**src/sv/gcit_dist.sv**
```systemverilog
`default_nettype none
// ----------------------------------------------------------------------------
// gcit_dist
// Pipelined squared center distance: absolute differences, then squares.
// The final sum is formed combinationally from the square registers.
// ----------------------------------------------------------------------------
module gcit_dist #(
  parameter int unsigned CW = 13,
  parameter int unsigned IW = 5
) (
  input  wire logic            clk_i,
  input  wire logic            rst_ni,
  input  wire logic            valid_i,
  input  wire logic [IW-1:0]   idx_i,
  input  wire logic [CW-1:0]   ax_i,
  input  wire logic [CW-1:0]   ay_i,
  input  wire logic [CW-1:0]   bx_i,
  input  wire logic [CW-1:0]   by_i,
  output      logic            valid_o,
  output      logic [IW-1:0]   idx_o,
  output      logic [2*CW:0]   dist_o,
  output      logic            busy_o
);

  logic            s1_v_q, s2_v_q;
  logic [IW-1:0]   s1_idx_q, s2_idx_q;
  logic [CW-1:0]   dx_q, dy_q;
  logic [2*CW-1:0] sqx_q, sqy_q;
  logic [CW-1:0]   dx_d, dy_d;

  // absolute differences
  always_comb begin
    dx_d = (ax_i >= bx_i) ? (ax_i - bx_i) : (bx_i - ax_i);
    dy_d = (ay_i >= by_i) ? (ay_i - by_i) : (by_i - ay_i);
  end

  // stage valids
  always_ff @(posedge clk_i or negedge rst_ni) begin
    if (!rst_ni) begin
      s1_v_q <= 1'b0;
      s2_v_q <= 1'b0;
    end else begin
      s1_v_q <= valid_i;
      s2_v_q <= s1_v_q;
    end
  end

  // difference and square registers
  always_ff @(posedge clk_i) begin
    dx_q     <= dx_d;
    dy_q     <= dy_d;
    s1_idx_q <= idx_i;
    sqx_q    <= {{CW{1'b0}}, dx_q} * {{CW{1'b0}}, dx_q};
    sqy_q    <= {{CW{1'b0}}, dy_q} * {{CW{1'b0}}, dy_q};
    s2_idx_q <= s1_idx_q;
  end

  assign valid_o = s2_v_q;
  assign idx_o   = s2_idx_q;
  assign dist_o  = {1'b0, sqx_q} + {1'b0, sqy_q};
  assign busy_o  = s1_v_q | s2_v_q;

endmodule

`default_nettype wire

```
**config.mk**
```make
export PLATFORM = sky130hd
export DESIGN_NAME = gcit_dist
export DESIGN_NICKNAME = d
export VERILOG_FILES = /design/src/sv/gcit_dist.sv
export SDC_FILE = /design/constraint.sdc
export NUM_CORES = 1
export LEC_CHECK = 0
export ABC_AREA = 1
export BUFFER_PORTS_ARGS = -buffer_cell sky130_fd_sc_hd__buf_2
export CAP_MARGIN = 15
export CORE_MARGIN = 1
export CORE_UTILIZATION = 40
export CTS_CLUSTER_SIZE = 25
export DETAILED_ROUTE_END_ITERATION = 6
export PLACE_DENSITY = 0.58
export SLEW_MARGIN = 20
export SYNTH_ARGS = -nofsm -noshare
export SYNTH_HDL_FRONTEND = slang
export SYNTH_SLANG_ARGS = --single-unit
```
**constraint.sdc**
```tcl
create_clock -name clk_i -period 8.6 [get_ports clk_i]
set_input_delay 0.86 -clock clk_i [delete_from_list [all_inputs] [get_ports clk_i]]
set_output_delay 0.86 -clock clk_i [all_outputs]
set_load 0.01 [all_outputs]
```
==> impl_metrics.py, run 1 <==
metrics = {
    "outcome": {
        "status": "finished, final reports clean",
    },
    "worst_setup_path": {
        "crit_type": "reg2reg",
        "startpoint_type": "register",
        "crit_fanout": 13,
        "cpMaxStageDelayCell": "dfxtp_1",
        "required_ps": 8850,
        "cp_data_arrival_time_ps": 5450,
        "cp_cell_sequence": "nand2_1, fa_1, fa_1, inv_1, fa_1, fa_1, inv_1, fa_1, inv_1, ha_1, nand2_1, nor2_1, nand3_1, nand3b_1, nand2_1, nand3_1, nand2_1",
        "cp_top_family": "adder cells",
        "cp.buffers_inverters": 3,
        "end_kind": "register",
        "crit_path_max_incr_delay_ps": 740,
        "path_depth": 17,
        "reg2regPathDepth": 17,
        "rrSetupSlack_ps": 3410,
        "crit_top_cell": "fa_1",
    },
    "die": {
        "dieWidth_um": 210,
        "rows": 75,
        "fp.dieH_um": 210,
        "start_util_pct": 40.9,
        "coreArea_um2": 42200,
        "io_pins": 94,
        "die_area_um2": 44000,
    },
    "sta": {
        "skew_ps": 12.2,
        "final.period_utilization_pct": 60.4,
        "worstMarginPinSlew_ps": 652,
        "hold_violations": 0,
        "setup_viol": 0,
        "fin_crit_ps": 5190,
        "setup_tns_ps": 0,
        "rsz0062_at_grt": "no",
        "slew_violations": 0,
        "fmax_ghz": 0.193,
        "max-slew-margin-rel_pct": 56.4,
    },
    "drt": {
        "drtAntennaViolNets": 0,
        "vias_per_cell": 4.56,
        "vias": 14800,
        "wl_per_cell_um": 12.3,
        "wl_um": 39700,
        "drtIter0Drc": 712,
        "drc_errors": 0,
        "first_pass_iters": 5,
    },
    "yosys": {
        "synth_area_um2": 17300,
        "netlist.area_leader.share_pct": 22.5,
        "synth_cells": 2634,
        "ys_seq_area_share_pct": 10.3,
        "synth_nets": 3102,
        "yosys_warnings": 0,
        "synth.avg_cell_area_um2": 6.56,
        "yosys-top-cells-area": "fa_1, nand2_1, inv_1, ha_1, dfxtp_1",
        "synth.ff_latch_count": 88,
        "synth_largest_area_cell": "fa_1",
        "synth_cell_types": 33,
    },
    "global_routing": {
        "antenna_found_initial": 0,
        "grt_pass1_wl_um": 69600,
        "track_usage_pct": 19.3,
        "grt_max_degree": 18,
        "first_global_vias": 15100,
        "grt_overflow": 0,
    },
    "cts": {
        "clk_latency_ps": 370,
        "clockRootBuffer": "clkbuf_16",
        "cts_tree": "built",
        "path_clk_slew_ps": 70,
        "htree_levels": 3,
        "post_cts_buffers": 0,
        "numClockSinks": 88,
        "cts_max_path_buffers": 2,
        "cts_resized": 0,
        "cts_buffers": 9,
        "cts_hold_buf": 0,
    },
    "placed_design": {
        "place_congestion": 0.913,
        "portBuffers": 93,
        "dp_hpwl_um": 35000,
    },
    "final_layout": {
        "area.growth.synth_to_final_pct": 7.12,
        "fin_nets": 3164,
        "drive_gt1_share_pct": 4.85,
        "fill_cells": 4483,
        "antenna_cells": 0,
    },
    "run": {
        "drv_cap": 0,
    },
    "min_path": {
        "hp-class": "in2async",
    },
}
==> cells in the mapped netlist (all sizes together) <==
| master | instances |
|---|---|
| nand2 | 861 |
| buf | 13 |
| nor4 | 5 |
| dfxtp | 86 |
| clkbuf | 29 |
| o21bai | 15 |
| a21oi | 57 |
| nor3 | 5 |
| and2 | 4 |
| xor2 | 59 |
| dfrtp | 2 |
| fa | 194 |
| nand4 | 30 |
| inv | 774 |
| xnor2 | 17 |
| nand3b | 4 |
| a31oi | 1 |
| o21ai | 16 |
| nor2 | 121 |
| ha | 214 |
| or2 | 6 |
| a21o | 1 |
| nand3 | 120 |
==> final timing paths <==
check                            start        end
setup / recovery               dx_q[3]  sqx_q[21]
hold / removal                  rst_ni     s1_v_q
setup reg to reg               dx_q[3]  sqx_q[21]
hold reg to reg            s1_idx_q[1]   idx_o[1]
max in group asynchronous       rst_ni    valid_o
min in group clk_i         s1_idx_q[1]   idx_o[1]
==> placed cells by master (no fill, tap or decap), types with 3 or more instances in the layout <==
master	count
nand4_1	30
o21ai_0	12
nand3b_1	4
a21oi_1	55
nor4_1	5
clkbuf_16	9
xnor2_1	17
nor3_1	5
dfxtp_1	86
or2_2	6
and2_1	4
clkinvlp_4	3
ha_1	214
fa_1	194
o21bai_1	15
buf_2	93
nand3_1	118
xor2_1	59
o21ai_1	4
nand2_1	859
inv_2	8
inv_1	766
nor2_1	119
==> metrics by stage <==
step | instance area (um2) | worst slack (ps) | cells | utilization [%] | hold slack (ps)
2_1_floorplan | 17300 | 4040 | 2634 | - | 310
6_report | 18500 | 3410 | 3240 | 43.8 | 267
3_3_place_gp | 18200 | 3510 | 3224 | 43.1 | 316
4_1_cts | 18500 | 3450 | 3240 | 43.8 | 242
3_5_place_dp | 18200 | 3470 | 3224 | 43.1 | 312
5_1_grt | 18500 | 3130 | 3240 | 43.8 | 243
==> sequential cells by signal, summed over array words and instances, names as in the netlist <==
register,flops
s1_idx_q,5
valid_o,1
idx_o,5
dy_q,13
sqy_q,25
sqx_q,25
s1_v_q,1
dx_q,13
==> cells by family after synthesis <==
group / after synthesis / share of synthesized area, %
and+or+nand+nor: 1156 / 27.0
buffers and inverters: 816 / 18.0
adders and majority gates: 408 / 38.0
AOI/OAI and AO/OA: 90 / 2.89
DFF: 88 / 10.3
xor gates and xnor gates: 76 / 3.85
==> per-layer routing <==
metal	wire, um	up-vias	share of wire [%]	track usage, %
li1	-	7752	-	-
met1	19100	6738	48	25.2
met2	18500	252	46	33.4
met3	1350	43	3.4	2.18
met4	851	0	2.1	5.74
met5	0	-	0	0
==> worst register-to-register path, stage by stage, from the launching register on <==
cell      delay (ps)
dfxtp_1          740
nand2_1          240
fa_1             560
fa_1             510
inv_1             50
fa_1             480
fa_1             540
inv_1             40
fa_1             470
inv_1             40
ha_1             350
nand2_1          140
nor2_1           310
nand3_1          130
nand3b_1         180
nand2_1          120
nand3_1           90
nand2_1           80
==> layout make-up <==
class | instances | area, um2 | share of cell area [%]
repair buffers | 93 | 465 | 2.52
multi-input cells | 1730 | 12400 | 67.0
clock buffers | 9 | 225 | 1.22
clock inverters | 7 | 67.6 | 0.365
well taps | 539 | 674 | 3.65
inverters | 774 | 2910 | 15.7
flip-flops and latches | 88 | 1770 | 9.58
Power of run 1 is not shown: default switching activity piles up to over one toggle a cycle in this logic, so the estimate is an artifact.
==> run 2: changes to the inputs <==
ABC_AREA = 0   (was 1)
PLACE_DENSITY = 0.61   (was 0.58)
clock period = 4.3 ns   (was 8.6 ns; I/O delays follow)
==> run 2 against run 1 <==
  * The flow now finishes with violations (DRC, setup timing)
  * Flip-flop and latch count stayed put
  * First-iteration DRC count is 40% lower
  * Synthesized area is 15% lower
  * Critical endpoint is now sqx_q[22]
  * Maximum frequency is 4.3% higher
  * Clock skew is 4.3 ps lower
  * Final cell count is 25% lower
  * Worst hold slack worse by 91 ps
  * Setup slack worse by 4100 ps
==> impl_metrics.py, run 2 <==
metrics = {
    "final_layout": {
        "final_common_cell": "inv_1",
        "drive_gt1_share_pct": 25.7,
        "fin_nets": 2429,
        "mostFrequentLayoutCells": "inv_1, ha_1, buf_4",
        "antenna_cells": 0,
        "largestRegisters": "sqx_q x25, sqy_q x25",
        "stdcell_count": 2427,
        "area.growth.synth_to_final_pct": 24.6,
        "fill_cells": 3369,
    },
    "global_routing": {
        "grt_overflow": 0,
        "antenna_found_initial": 0,
        "grt_pass1_wl_um": 52800,
        "track_usage_pct": 16.8,
        "grt_max_degree": 16,
        "first_global_vias": 11800,
    },
    "yosys": {
        "synth_cells": 1678,
        "synth_top_flop_cell": "dfxtp_1",
        "synth_edf_count": 0,
        "yosys_warnings": 0,
        "netlist.area_leader.share_pct": 26.5,
        "synth.ff_latch_count": 88,
        "ys_seq_area_share_pct": 12.1,
        "synth_area_um2": 14600,
        "synth_common_cells": "inv_1, ha_1, fa_1",
        "synth_nets": 2146,
        "synth_largest_area_cell": "fa_1",
        "async_reset_ff_share_pct": 2.27,
        "synth.avg_cell_area_um2": 8.72,
        "synth_cell_types": 62,
        "yosys-top-cells-area": "fa_1, ha_1, dfxtp_1, inv_1, xnor2_1",
        "yosysMostFrequentCell": "inv_1",
    },
    "sta": {
        "final.period_utilization_pct": 116,
        "fin_crit_ps": 4980,
        "fmax_ghz": 0.201,
        "slew_violations": 0,
        "max-slew-margin-rel_pct": 46.7,
        "hold_violations": 0,
        "setup_tns_ps": -11960,
        "worstMarginPinSlew_ps": 799,
        "skew_ps": 7.87,
        "setup_viol": 29,
        "timing.final.ws_setup_ps": -681,
        "rsz0062_at_grt": "yes",
    },
    "drt": {
        "first_pass_iters": 7,
        "drc_errors": 1,
        "drtIter0Drc": 430,
        "vias": 11500,
        "drtAntennaViolNets": 0,
        "wl_per_cell_um": 12.4,
        "top_layer_used": "met4",
        "wl_met2_um": 14600,
        "route.met3.wl_um": 779,
        "vias_per_cell": 4.75,
        "wl_um": 30100,
        "wl_met1_um": 14600,
    },
    "placed_design": {
        "place_ws_ps": -826,
        "portBuffers": 93,
        "place_congestion": 0.877,
        "placed_cells": 2374,
        "dp_hpwl_um": 25300,
    },
    "cts": {
        "cts_buffers": 9,
        "clockRootBuffer": "clkbuf_16",
        "clk_latency_ps": 350,
        "path_clk_slew_ps": 70,
        "numClockSinks": 88,
        "cts_tree": "built",
        "htree_levels": 3,
        "cts_max_path_buffers": 2,
    },
    "outcome": {
        "violations": "DRC, setup timing",
        "status": "finished, violations left",
    },
    "worst_setup_path": {
        "cp.buffers_inverters": 4,
        "cp_top_family": "adder cells",
        "crit_top_cell": "fa_1",
        "required_ps": 4590,
        "cp_data_arrival_time_ps": 5270,
        "crit_path_max_incr_delay_ps": 560,
        "startpoint_type": "register",
        "end_kind": "register",
        "cp_cell_sequence": "buf_6, nand2_4, fa_1, fa_1, inv_1, fa_1, fa_1, inv_1, fa_1, inv_2, ha_4, a21o_1, or3_4, o211ai_4, a31oi_4, a221o_1, a21oi_2, xnor2_1",
        "crit_type": "reg2reg",
        "cpMaxStageDelayCell": "fa_1",
        "crit_fanout": 5,
    },
    "die": {
        "dieWidth_um": 193,
        "start_util_pct": 40.9,
        "coreArea_um2": 35800,
        "die_area_um2": 37400,
        "rows": 69,
        "fp.dieH_um": 193,
        "io_pins": 94,
    },
    "min_path": {
        "hp-class": "in2reg",
    },
    "run": {
        "drv_cap": 0,
    },
}
==> run 2: cells by family after synthesis <==
logic type	count (synthesis)	share of synthesized area [%]
mux	30	2.07
flops	88	12.1
simple gates	344	11.7
fa+ha+maj	408	44.8
buf+inv	476	12.3
compound gates	243	11.7
xor+xnor	89	5.33
==> run 2: stage by stage <==
step / area [um2] / hold WS (ps) / utilization (%)
finish: 18200 / 176 / 50.9
CTS: 18000 / 161 / 50.2
detailed placement: 17200 / 218 / 47.9
global route: 18200 / 159 / 50.9
global placement: 17200 / 215 / 47.9
floorplan: 15100 / 134 / -
==> run 2: path summary, 6_finish.rpt <==
| path | endpoint | cells after the start | slack (ps) | from |
|---|---|---|---|---|
| worst min-delay path | s1_idx_q[2] | 1 | 180 | idx_i[2] |
| max in group asynchronous | s1_v_q | 2 | 3810 | rst_ni |
| min in group asynchronous | valid_o | 2 | 400 | rst_ni |
| worst max-delay path | sqx_q[22] | 18 | -680 | dx_q[1] |
| worst max register to register | sqx_q[22] | 18 | -680 | dx_q[1] |
| worst min register to register | idx_o[1] | 0 | 330 | s1_idx_q[1] |
==> run 2: final cells by class <==
type	instances	area (um2)	area share [%]
multi-input combinational	1114	11700	64.0
inverter	435	1640	8.98
clock buffer	9	225	1.24
timing repair buffer	313	2230	12.2
tap	461	577	3.16
clock inverter	7	48.8	0.268
sequential	88	1840	10.1
==> run 2: timing repair <==
| item | 4_1_cts | 5_1_grt |
|---|---|---|
| gates resized for setup | 119 | 46 |
| endpoints found under the hold margin | 2 | 0 |
| setup buffers | 25 | 13 |
| endpoints found under the setup margin | 31 | 31 |
| hold buffers | 1 | 0 |
| pin swaps | 65 | 40 |
==> run 2: worst reg2reg max path, stage by stage, from the launching register on <==
cell and delay [ps]:
dfxtp_4 390, buf_6 110, nand2_4 40, fa_1 490
fa_1 500, inv_1 50, fa_1 470, fa_1 560
inv_1 50, fa_1 480, inv_2 40, ha_4 210
a21o_1 170, or3_4 350, o211ai_4 220, a31oi_4 150
a221o_1 390, a21oi_2 150, xnor2_1 120
==> run 2: routing by layer <==
layer	vias to the layer above	GRT usage, %
li1	5788	-
met1	5596	23.1
met2	126	29.0
met3	13	1.92
met4	0	2.07
met5	-	0
Power of run 2 is left out for the same reason.
